[config.mk]
export PLATFORM = sky130hd
export DESIGN_NAME = vn_queue
export DESIGN_NICKNAME = d
export VERILOG_FILES = /design/src/vn_pkg.sv /design/src/vn_queue.sv
export SDC_FILE = /design/constraint.sdc
export NUM_CORES = 1
export LEC_CHECK = 0
export BUFFER_PORTS_ARGS = -buffer_cell sky130_fd_sc_hd__buf_4
export CORE_ASPECT_RATIO = 0.9
export CORE_MARGIN = 2
export CORE_UTILIZATION = 45
export CTS_CLUSTER_DIAMETER = 60
export DETAILED_ROUTE_END_ITERATION = 7
export SKIP_CTS_REPAIR_TIMING = 1
export SYNTH_ARGS = -nofsm -noshare
export SYNTH_HDL_FRONTEND = slang
export SYNTH_SLANG_ARGS = --single-unit
[constraint.sdc]
create_clock -name i_clk -period 8.1 [get_ports i_clk]
set_clock_uncertainty 0.2 [all_clocks]
set_input_delay 2.025 -clock i_clk [delete_from_list [all_inputs] [get_ports i_clk]]
set_output_delay 2.025 -clock i_clk [all_outputs]
set_load 0.005 [all_outputs]
[src/vn_pkg.sv]
// Shared constants for the 3D vector normalizer.
package vn_pkg;

    // Radicand is the sum of squares shifted up by this many bits,
    // which gives the magnitude MAG_FRAC fraction bits.
    localparam int RAD_SHIFT = 16;
    localparam int MAG_FRAC  = 8;

    // Depth of the queue between front and back.
    localparam int QUEUE_DEPTH = 4;
    localparam int QPTR_W      = 2;

endpackage

[src/vn_queue.sv]
// Short item queue decoupling the front end from the back end.
module vn_queue #(
    parameter int W = 65
) (
    input  logic         i_clk,
    input  logic         i_rst_n,
    input  logic         i_push,
    input  logic [W-1:0] i_push_data,
    output logic         o_full,
    input  logic         i_pop,
    output logic [W-1:0] o_pop_data,
    output logic         o_empty
);
    import vn_pkg::*;

    logic [W-1:0]      r_mem [QUEUE_DEPTH];
    logic [QPTR_W-1:0] r_wr, r_rd;
    logic [QPTR_W:0]   r_cnt;

    assign o_full     = (r_cnt == (QPTR_W+1)'(QUEUE_DEPTH));
    assign o_empty    = (r_cnt == '0);
    assign o_pop_data = r_mem[r_rd];

    // Storage
    always_ff @(posedge i_clk) begin
        if (i_push) begin
            r_mem[r_wr] <= i_push_data;
        end
    end

    // Pointers and fill count
    always_ff @(posedge i_clk) begin
        if (!i_rst_n) begin
            r_wr  <= '0;
            r_rd  <= '0;
            r_cnt <= '0;
        end else begin
            if (i_push) begin
                r_wr <= r_wr + 1'b1;
            end
            if (i_pop) begin
                r_rd <= r_rd + 1'b1;
            end
            if (i_push && !i_pop) begin
                r_cnt <= r_cnt + 1'b1;
            end else if (!i_push && i_pop) begin
                r_cnt <= r_cnt - 1'b1;
            end
        end
    end

endmodule

# Yosys cells after proc, flatten, opt, wreduce, memory -nomap -nowiden
# Memory sizes are Yosys's and may differ from the RTL's. A register that Yosys moved wholly into a read port is not among the register bits.
# Cells that the tools add are included.
dict set report totals {
  reg_bits 7
  latch_bits 0
  ramBits 260
  mem_bits_ro 0
  inputBits 69
  out_inout_bits 67
  mem_count 1
}
# name words word_bits read_ports rd_ports_with_merged_regs write_ports line_no
set memory_table {}
lappend memory_table {r_mem 4 65 1 1 1 vn_queue.sv:16} ;# logic [W-1:0] r_mem [QUEUE_DEPTH];
dict set report op_classes {
  addsub 4
  multipliers 0
  n_div 0
  order_cmp 0
  n_eq_ne 1
  n_shift 0
  n_mux 6
  bitwise 0
  n_reduce_logical 6
}
# operator count
set ops {}
lappend ops {{$mux W3} 2}
lappend ops {{$add A2 B1 Y2 const B} 2}
lappend ops {{$mux W2} 2}
lappend ops {{$add A3 B1 Y3 const B} 1}
lappend ops {{$eq A3 B3 Y1 const B} 1}
lappend ops {{$logic_not A3 Y1} 1}
lappend ops {{$sub A3 B1 Y3 const B} 1}
lappend ops {{$logic_and A1 B1 Y1} 2}
lappend ops {{$logic_not A1 Y1} 2}
lappend ops {{$mux W1} 2}
lappend ops {{$reduce_bool A2 Y1} 1}

# Depth between registers and ports, before layout
dict set report logic_depth {
  ltp_word 4
  ltp_mapped 7
  depth_no_buf 7
}

# Worst setup path before layout
# No wires, ideal clock.
dict set report synth_timing {
  path_kind {in2reg}
  start {input port i_push}
  end {memory r_mem[0][0], enable pin}
  arrival_time_ps 3554
  required_time_ps 7470
  setup_slack_ps 3916
  cell_stages 1
  path_cell_list {and2_1}
}
dict set report synth_via {
  elab_chain_len 2
}
# item line_no
set synth_rtl {}
lappend synth_rtl {{from (decl)} vn_queue.sv:7} ;# input logic i_push,
lappend synth_rtl {{$mux W1} vn_queue.sv:26} ;# if (i_push) begin
lappend synth_rtl {{$mux W1 (implied by the code)} vn_queue.sv:27} ;# r_mem[r_wr] <= i_push_data;
lappend synth_rtl {{to (decl)} vn_queue.sv:16}
# Every way passes these cells.

==> impl_metrics.toml <==
[flow_run]
cap_violations = 0

[critical_path]
critPathLaunchType = "register"
crit_chain = "buf_4 > mux4_2 > buf_4"
required_ns = 5.88
path_depth = 3
path_buf_inv = 2
cp-end-kind = "output port"
rrSetupSlack_ns = 6.04
critPathKind = "reg2out"
cpLargestDelayFamily = "buffers and inverters"
reg2reg_to = "r_mem[2][58]$_DFFE_PP_"
crit_path_max_incr_delay_ns = 0.77
rr_startpoint = "r_wr[0]$_SDFFE_PN0P_"
slowest_stage = "dfxtp_4"
path_max_fanout = 36
reg2reg_depth = 3
path_common_cell = "buf_4"
cp.arrival_ns = 2.80
endpoint = "o_pop_data[26]"

[synth]
synthCells = 382
muxShareOfSynthArea_pct = 15.0
syn_area_um2 = 9870
synth_xor_area_share_pct = 0.444
synth_top_family_by_area = "multiplexers"
synth.area.top_cells = "edfxtp_1 79%, mux4_2 15%, dfxtp_1 1.8%"
syn_nets = 457
synth_cell_types = 22
synth_largest_area_cell = "edfxtp_1"
ys_seq_area_share_pct = 80.9
synth_edf_count = 260
synth_ff_type = "edfxtp_1"
yosysWarnings = 0
ys_ff_latch = 269
yosysTopAreaCellShare_pct = 79.1
synth-simple-area-share_pct = 0.925
synth_area_per_cell_um2 = 25.8
synth_adder_area_share_pct = 0.837
synth-compound-area-share_pct = 0.127
ys_async_sr_fraction_pct = 0

[global_routing]
overflow = 0
first_global_vias = 4889
grt_antenna_before_repair = 1
grt_max_degree = 66
track_usage_pct = 15.4
grt_pass1_wl_um = 27100

[clock_tree]
cts_sinks = 269
cts_tree = "yes"
cts-buffers-inserted = 28
cts_max_level = 1
worstSkewPairLatency_ns = 0.52
clockBufferDepth = 3
clk_pin_slew_ns = 0.06
cts_root_buf = "clkbuf_16"

[sta]
tightest_slew_ns = 1.05
hold_viol_final = 0
drv_slew = 0
tns_ns = 0
max_slew_margin_pct = 29.9
setup_viol_count_final = 0
rsz0062_at_grt = "false"
fin_crit_sh_pct = 62.0
fin_crit_ns = 5.02
holdWs_ns = 0.341
max_freq_ghz = 0.199
setup_ws_ns = 3.08

[cells_and_area]
drive_gt1_share_pct = 44.7
fillers = 1683
area_growth_pct = 22.1
final_cell_area_um2 = 12100
layout.nets = 609

[floorplanning]
die_area_um2 = 23100
die_w_um = 160
dieHeight_um = 144
start_util_pct = 45.8
io_pins = 136
core_um2 = 21600
placementRows = 51

[detailed_routing]
finalWirelength_um = 17700
viasPerCell = 5.23
detail-route-antenna-nets = 0
drcViolationCount = 0
dr.pass1.iters = 4
wire_per_inst_um = 20.9
drtIter0Drc = 279
route.vias.total = 4427

[placed_design]
place_area_um2 = 11100
place_ws_ns = 3.49
dp.final_hpwl_um = 9690
gp_congestion = 0.706
io_buffers = 135

[worst_hold_path]
min_from = "r_cnt[2]$_SDFFE_PN0P_"
min_path_type = "reg2reg"

[pwr]
power.leakage_uw = 0.00406
peakVddDrop_v = 0.000197
power_density_nw_per_um2 = 266

[outcome]
status = "completed"
-- area by class of cell --
type / count / area (um2) / area share [%]
Timing Repair Buffer: 136 / 1020 / 8.47
Clock buffer: 37 / 756 / 6.27
Tap cell: 291 / 364 / 3.02
Clock inverter: 14 / 174 / 1.44
Inverter: 4 / 15.0 / 0.125
Multi-Input combinational cell: 95 / 1720 / 14.3
Sequential cell: 269 / 8000 / 66.3
Antenna cell: 1 / 2.50 / 0.0208
-- cell usage after synthesis, drive strengths merged (2+ instances only) --
master and number:
inv 4, xnor2 2, dfxtp 9, ha 5, mux4 65, xor2 3
buf 13, edfxtp 260, mux2i 2, and2 9, nor2b 2
-- state kept, by name, indices dropped and copies added (netlist names), named ones only --
register / flops
r_rd: 2
r_mem: 260
r_wr: 2
r_cnt: 3
-- worst min path at each step --
stage / end / cells past startpoint
floorplan: r_cnt[2]$_SDFFE_PN0P_ / 2
global placement: r_cnt[2]$_SDFFE_PN0P_ / 2
detailed placement: r_cnt[2]$_SDFFE_PN0P_ / 2
CTS: r_cnt[2]$_SDFFE_PN0P_ / 2
global route: r_cnt[2]$_SDFFE_PN0P_ / 2
finish: r_cnt[2]$_SDFFE_PN0P_ / 2
-- cells by family after synthesis --
kind of cell    after synthesis
xor+xnor                      5
mux                          67
flops                       269
buf+inv                      18
simple gates                 15
fa+ha+maj                     6
compound gates                2
-- where the power goes --
group | internal [uW] | leakage, uW | total (uW) | switching, uW
Sequential | 1600 | 0.00246 | 1640 | 37.2
Combinational | 165 | 0.00114 | 284 | 119
Clock | 782 | 0.000454 | 1280 | 499
-- tightest hold or removal path: stages (launching register included) --
cell and delay (ns):
dfxtp_1 0.33, o21ai_0 0.08, a21boi_0 0.08
-- layout by cell type, fill, tap and decap left out, types with 2 or more instances in the layout --
| cell type | Yosys | final |
|---|---|---|
| edfxtp_1 | 260 | 260 |
| buf_4 | 1 | 136 |
| mux4_2 | 65 | 65 |
| clkbuf_16 | 0 | 29 |
| clkbuf_1 | 1 | 8 |
| dfxtp_1 | 9 | 7 |
| clkinv_2 | 0 | 6 |
| and2_1 | 9 | 5 |
| ha_1 | 5 | 5 |
| inv_1 | 4 | 4 |
| and2_4 | 0 | 4 |
| bufinv_16 | 0 | 4 |
| xor2_1 | 3 | 3 |
| xnor2_1 | 2 | 2 |
| mux2i_1 | 2 | 2 |
| nor2b_1 | 2 | 2 |
| dfxtp_4 | 0 | 2 |
| clkinv_1 | 0 | 2 |
-- routing by layer --
| metal | up-vias | part of all wire, % | GRT usage (%) |
|---|---|---|---|
| met5 | - | 0 | 0 |
| met4 | 0 | 1.7 | 3.70 |
| met3 | 22 | 6.9 | 4.45 |
| met2 | 137 | 49 | 26.2 |
| met1 | 2334 | 42 | 19.8 |
| li1 | 1934 | - | - |
-- through the flow --
stage,instances,total power [uW],util [%]
floorplan,382,1810,-
global placement,795,1950,51.6
detailed placement,795,1960,51.6
CTS,846,3240,55.9
global route,846,3320,55.9
finish,847,3200,55.9
Note: power is estimated with default switching activity, not from simulation.
