===== config.mk =====
export PLATFORM = sky130hd
export DESIGN_NAME = vn_front_flat
export DESIGN_NICKNAME = d
export VERILOG_FILES = /design/src/vn_pkg.sv /design/src/vn_if.sv /design/src/vn_front.sv /design/src/flat_wrapper.sv
export SDC_FILE = /design/constraint.sdc
export NUM_CORES = 2
export LEC_CHECK = 0
export BUFFER_PORTS_ARGS = -buffer_cell sky130_fd_sc_hd__clkbuf_2
export CORE_ASPECT_RATIO = 1.75
export CORE_MARGIN = 5
export CORE_UTILIZATION = 59
export DETAILED_ROUTE_END_ITERATION = 8
export GPL_ROUTABILITY_DRIVEN = 0
export GPL_TIMING_DRIVEN = 0
export PLACE_DENSITY = 0.9
export SYNTH_ARGS = -nofsm -noshare
export SYNTH_HDL_FRONTEND = slang
export SYNTH_SLANG_ARGS = --single-unit
export TNS_END_PERCENT = 50

===== constraint.sdc =====
create_clock -name i_clk -period 6.2 [get_ports i_clk]
set_input_delay 0 -clock i_clk [delete_from_list [all_inputs] [get_ports i_clk]]
set_output_delay 0 -clock i_clk [all_outputs]
set_load 0.005 [all_outputs]

===== src/vn_pkg.sv =====
// Shared constants for the 3D vector normalizer.
package vn_pkg;

    // Radicand is the sum of squares shifted up by this many bits,
    // which gives the magnitude MAG_FRAC fraction bits.
    localparam int RAD_SHIFT = 16;
    localparam int MAG_FRAC  = 8;

    // Depth of the queue between front and back.
    localparam int QUEUE_DEPTH = 4;
    localparam int QPTR_W      = 2;

endpackage


===== src/vn_if.sv =====
// Item channels of the normalizer: input vector and normalized result.
interface vn_in_if #(
    parameter int IN_WIDTH = 16
);
    logic                       valid;
    logic                       ready;
    logic signed [IN_WIDTH-1:0] vec_x;
    logic signed [IN_WIDTH-1:0] vec_y;
    logic signed [IN_WIDTH-1:0] vec_z;

    modport source (output valid, vec_x, vec_y, vec_z, input ready);
    modport sink   (input valid, vec_x, vec_y, vec_z, output ready);
endinterface



===== src/vn_front.sv =====
// Front end: accepts vectors, squares the components, forms the sum and zero flag.
module vn_front #(
    parameter int IN_WIDTH = 16
) (
    input  logic                            i_clk,
    input  logic                            i_rst_n,
    vn_in_if.sink                           i_in,
    input  logic                            i_q_full,
    output logic                            o_q_push,
    output logic [5*IN_WIDTH:0]             o_q_data
);
    import vn_pkg::*;

    localparam int SUM_W = 2 * IN_WIDTH;

    logic                       r_v;
    logic signed [IN_WIDTH-1:0] r_x, r_y, r_z;
    logic [SUM_W-1:0]           r_sqx, r_sqy, r_sqz;
    logic                       n_v;
    logic                       load;
    logic [SUM_W-1:0]           sum;

    // Square stage holds one item; it frees when the queue takes it
    assign o_q_push   = r_v && !i_q_full;
    assign i_in.ready = !r_v || !i_q_full;
    assign load       = i_in.valid && i_in.ready;

    always_comb begin
        n_v = r_v;
        if (load) begin
            n_v = 1'b1;
        end else if (o_q_push) begin
            n_v = 1'b0;
        end
    end

    always_ff @(posedge i_clk) begin
        if (!i_rst_n) begin
            r_v <= 1'b0;
        end else begin
            r_v <= n_v;
        end
    end

    // Squares are non-negative, kept as unsigned bits
    always_ff @(posedge i_clk) begin
        if (load) begin
            r_x   <= i_in.vec_x;
            r_y   <= i_in.vec_y;
            r_z   <= i_in.vec_z;
            r_sqx <= $unsigned(SUM_W'(i_in.vec_x) * SUM_W'(i_in.vec_x));
            r_sqy <= $unsigned(SUM_W'(i_in.vec_y) * SUM_W'(i_in.vec_y));
            r_sqz <= $unsigned(SUM_W'(i_in.vec_z) * SUM_W'(i_in.vec_z));
        end
    end

    // Sum of three squares stays below 2^SUM_W
    assign sum      = r_sqx + r_sqy + r_sqz;
    assign o_q_data = {r_x, r_y, r_z, sum, (sum == '0)};

endmodule


===== src/flat_wrapper.sv =====
// flat-port wrapper written by rule: the top's interface ports become plain ports
module vn_front_flat import vn_pkg::*;
#(
    parameter int IN_WIDTH = 16
)
  (i_clk, i_rst_n, i_q_full, o_q_push, o_q_data, i_in_valid, i_in_vec_x, i_in_vec_y, i_in_vec_z, i_in_ready);
  vn_in_if #(.IN_WIDTH(IN_WIDTH)) i_in_i ();
  input  logic i_clk;
  input  logic i_rst_n;
  input  logic i_q_full;
  output logic o_q_push;
  output logic [5*IN_WIDTH:0] o_q_data;
  input wire logic [$bits(i_in_i.valid)-1:0] i_in_valid;
  input wire logic [$bits(i_in_i.vec_x)-1:0] i_in_vec_x;
  input wire logic [$bits(i_in_i.vec_y)-1:0] i_in_vec_y;
  input wire logic [$bits(i_in_i.vec_z)-1:0] i_in_vec_z;
  output wire logic [$bits(i_in_i.ready)-1:0] i_in_ready;
  assign i_in_i.valid = i_in_valid;
  assign i_in_i.vec_x = i_in_vec_x;
  assign i_in_i.vec_y = i_in_vec_y;
  assign i_in_i.vec_z = i_in_vec_z;
  assign i_in_ready = i_in_i.ready;
  vn_front #(.IN_WIDTH(IN_WIDTH)) u_core (.i_clk(i_clk), .i_rst_n(i_rst_n), .i_in(i_in_i), .i_q_full(i_q_full), .o_q_push(o_q_push), .o_q_data(o_q_data));
endmodule

After elaboration in Yosys (flattened, before gate mapping) --
Cells that the tools add are included.
Word-level totals: flip-flop bits (word level) 145, input port bits 52, output and inout port bits 83, logic and storage cells 21
Cells by class: $add $sub $neg 2, $mul 3, multiplexer cells 2, reduce and logical (&&, ||, !) cells 7
Operators by type and width (count):
- 16-bit by 16-bit multiplier with 32-bit output | 3
- 32-bit adder | 2
- 32-bit logical NOT | 1
- 1-bit logical AND | 2
- 1-bit logical NOT | 2
- 1-bit 2-to-1 mux | 2
- 2-bit nonzero test | 1
- 1-bit logical OR | 1

Logic depth before layout (Yosys ltp) --
word-level depth 4, mapped depth 26, mapped depth without buffers 25

Least setup slack after synthesis --
No wires, ideal clock.
path kind input-to-reg, start input i_in_vec_z[15], end register u_core.r_sqz[31], data pin, setup time 260 ps, arrival time 5967 ps, required time 5940 ps, setup slack -27 ps, cell stages on the path 22, buffers on the path 2, path through clkbuf_1 > inv_1 > clkbuf_1 > nor2_1 > fa_1 > fa_1 > fa_1 > fa_1 > fa_1 > inv_1 > fa_1 > inv_1 > ha_1 > a21oi_1 > nor2b_1 > o21a_1 > o21a_1 > a311oi_1 > a21oi_1 > or3_1 > a21oi_1 > xnor2_1
Between the ends: longest elaborated chain between the ends 1
RTL lines:
- start: declaration | line flat_wrapper.sv:16 | input wire logic [$bits(i_in_i.vec_z)-1:0] i_in_vec_z;
- 16-bit by 16-bit multiplier with 32-bit output | line vn_front.sv:53 | r_sqz <= $unsigned(SUM_W'(i_in.vec_z) * SUM_W'(i_in.vec_z));
- end signal: assignment | line vn_front.sv:53
- end: declaration | line vn_front.sv:18 | logic [SUM_W-1:0] r_sqx, r_sqy, r_sqz;
No other way between the ends. A chain may end at the register's enable or synchronous reset.

Final worst setup path --
start input i_in_vec_y[4], end register u_core.r_sqy[23], data pin
Between the ends: longest elaborated chain between the ends 1
RTL lines:
- start: declaration | line flat_wrapper.sv:15 | input wire logic [$bits(i_in_i.vec_y)-1:0] i_in_vec_y;
- 16-bit by 16-bit multiplier with 32-bit output | line vn_front.sv:52 | r_sqy <= $unsigned(SUM_W'(i_in.vec_y) * SUM_W'(i_in.vec_y));
- end signal: assignment | line vn_front.sv:52
- end: declaration | line vn_front.sv:18
No other way between the ends.

==> results.py <==
metrics = {
    "drt": {
        "routed_wl_um": 87800,
        "via_per_inst": 5.83,
        "vias": 24700,
        "firstDrtPassIters": 9,
        "wire_per_inst_um": 20.7,
        "ant_nets": 0,
        "route.detailed.drc": 0,
        "drt_iter0_markers": 2331,
    },
    "grt": {
        "antenna_found_initial": 3,
        "grt_pass1_wl_um": 139000,
        "grt-ovfl-total": 0,
        "grt.total_usage_pct": 29.3,
        "grt_pass1_vias": 27700,
        "grt_max_degree": 71,
    },
    "yosys": {
        "avgSynthCellArea_um2": 9.99,
        "synthFlopType": "edfxtp_1",
        "yosysTopAreaCell": "fa_1",
        "syn_inst": 3323,
        "ys_async_sr_fraction_pct": 0,
        "synth_top_cell_area_share_pct": 44.3,
        "seq_area_frac_synth_pct": 12.5,
        "synth-seq-cells": 139,
        "syn-cell-area_mm2": 0.0332,
        "yosysWarningCount": 0,
        "synth_area_leaders": "fa_1 (44%), edfxtp_1 (12%), ha_1 (11%)",
        "ys_types": 69,
        "synth_enable_flop_cells": 138,
    },
    "critical_path": {
        "path_common_cell": "fa_1",
        "crit_fanout": 10,
        "cpMaxStageDelayCell": "xor2_1",
        "max_stage_delay_ns": 0.70,
        "path_cells": "clkbuf_2, clkbuf_4, clkbuf_4, nand2_1, fa_1, fa_1, fa_1, inv_1, fa_1, fa_1, inv_1, fa_1, inv_1, ha_1, nand3_1, nor2_1, o221ai_1, a21oi_2, o41ai_4, o21bai_1, xor2_1",
        "end_kind": "flip-flop",
        "path_delay_family": "adder cells",
        "required_ns": 6.36,
        "start_kind": "primary input",
        "crit_buf_inv": 6,
        "critical_path_class": "primary input to flip-flop",
        "worstPathArrival_ns": 6.30,
    },
    "timing": {
        "relSlewSlack_pct": 43.0,
        "tightest_slew_ns": 0.852,
        "hold_viol_final": 0,
        "max_freq_ghz": 0.163,
        "fin_skew_ns": 0.0149,
        "fin_ws_ns": 0.0642,
        "tns_ns": 0,
        "drv_slew": 0,
        "fin_crit_ns": 6.14,
        "fin_crit_sh_pct": 99.0,
        "setup-violations-final": 0,
    },
    "floorplan": {
        "ios": 135,
        "fp.dieH_um": 324,
        "core_area_mm2": 0.0560,
        "start_util_pct": 59.3,
        "dieArea_mm2": 0.0613,
        "rows": 115,
        "die_x_um": 189,
    },
    "finish": {
        "num-nets-final": 4614,
        "synthToLayoutAreaGrowth_pct": 8.97,
        "drive_gt1_share_pct": 8.33,
        "layout_commonest_cell": "inv_1",
        "nFillCells": 3766,
        "final_cell_mix": "inv_1 (939), fa_1 (728), ha_1 (297), nand2_1 (241), clkbuf_2 (153)",
        "stdcell_area_mm2": 0.0362,
    },
    "worst_hold_path": {
        "hp-class": "primary input to flip-flop",
    },
    "placement": {
        "dpl.hpwl_um": 68700,
        "post_dp_cell_area_mm2": 0.0348,
        "preCtsSetupSlack_ns": -1.20,
        "port_buffers": 134,
    },
    "status": {
        "status": "complete, no violations",
    },
    "cts": {
        "clock_latency_ns": 0.49,
        "htreeDepth": 4,
        "numCtsBuffers": 17,
        "cts.path.max_buffers": 2,
        "clockRootBuffer": "clkbuf_16",
        "clock-sinks": 139,
        "path_clk_slew_ns": 0.06,
        "cts_tree": "done",
    },
    "run": {
        "cap_violations": 0,
    },
}
==> timing repair <==
| item | in CTS | in global routing |
|---|---|---|
| hold endpoints to repair | 49 | 0 |
| endpoints found under the setup margin | 25 | 21 |
| pin swaps | 2 | 4 |
| hold buffers | 48 | 0 |
| buffers inserted | 0 | 9 |
| gates resized for setup | 38 | 104 |
==> worst paths after layout <==
check,end,slack [ns],from,cells after the start
min reg2reg,u_core.r_x[1]$_DFFE_PP_,0.93,u_core.r_v$_SDFFE_PN0P_,2
max reg2reg,u_core.r_sqy[27]$_DFFE_PP_,4.61,u_core.r_v$_SDFFE_PN0P_,3
min,u_core.r_x[6]$_DFFE_PP_,0.04,i_in_vec_x[6],1
max,u_core.r_sqy[23]$_DFFE_PP_,0.06,i_in_vec_y[4],21
==> Yosys cell counts, drive strengths merged (12+ instances only) <==
cell,number
inv,942
nand2,241
nand2b,31
nand3,28
xor2,35
and2,124
nor2,141
nor2b,21
a211oi,17
o21bai,16
clkbuf,66
ha,300
a31o,13
and3,20
a21oi,83
a21o,46
fa,735
o21a,18
nor3,27
xnor2,119
a31oi,12
o21ai,42
edfxtp,138
==> per-layer routing <==
layer  routed length (um)  share of wire (%)  up-vias  track usage (%)
met2                44100                 50     1461             49.7
met1                27200                 31    12200             31.4
met3                 7250                8.2      632             6.16
met5                   10              0.011        -                0
met4                 9300                 11        2             24.6
li1                     -                  -    10400                -
==> kinds of logic after synthesis <==
group / count (synthesis) / synth area share [%]
AND/OR/NAND/NOR: 676 / 9.86
multiplexers: 4 / 0.121
XOR/XNOR: 154 / 4.06
other: 1 / 0.0113
flip-flops: 139 / 12.5
buffers and inverters: 1013 / 11.5
adder cells (fa/ha/maj): 1035 / 55.7
AO/OA/AOI/OAI: 301 / 6.24
==> layout make-up <==
cell class,instances,area (um2),area share [%]
clock inverter,14,163,0.450
multi-input combinational,2173,25300,70.1
inverter,942,3550,9.81
timing repair buffer,194,1280,3.54
tap,702,878,2.43
antenna,2,5.00,0.0138
clock buffer,18,429,1.19
buffer,60,347,0.959
sequential,139,4160,11.5
==> flip-flops by register name, indices dropped and copies added, names as in the netlist <==
register,count
u_core.r_sqx,31
u_core.r_v,1
u_core.r_z,15
u_core.r_x,15
u_core.r_y,15
u_core.r_sqy,31
u_core.r_sqz,31
==> per-stage QoR <==
stage	util [%]	cells	hold slack, ns
finish	64.6	4244	0.0388
global route	64.6	4242	0.0338
CTS	64.2	4234	0.0263
floorplan	-	3325	0.0302
detailed placement	62.2	4163	0.200
global placement	62.1	4161	0.193
Power is left out: the tool's default activity adds up to more than one toggle a clock period on the data nets, which glitch-free logic cannot reach.
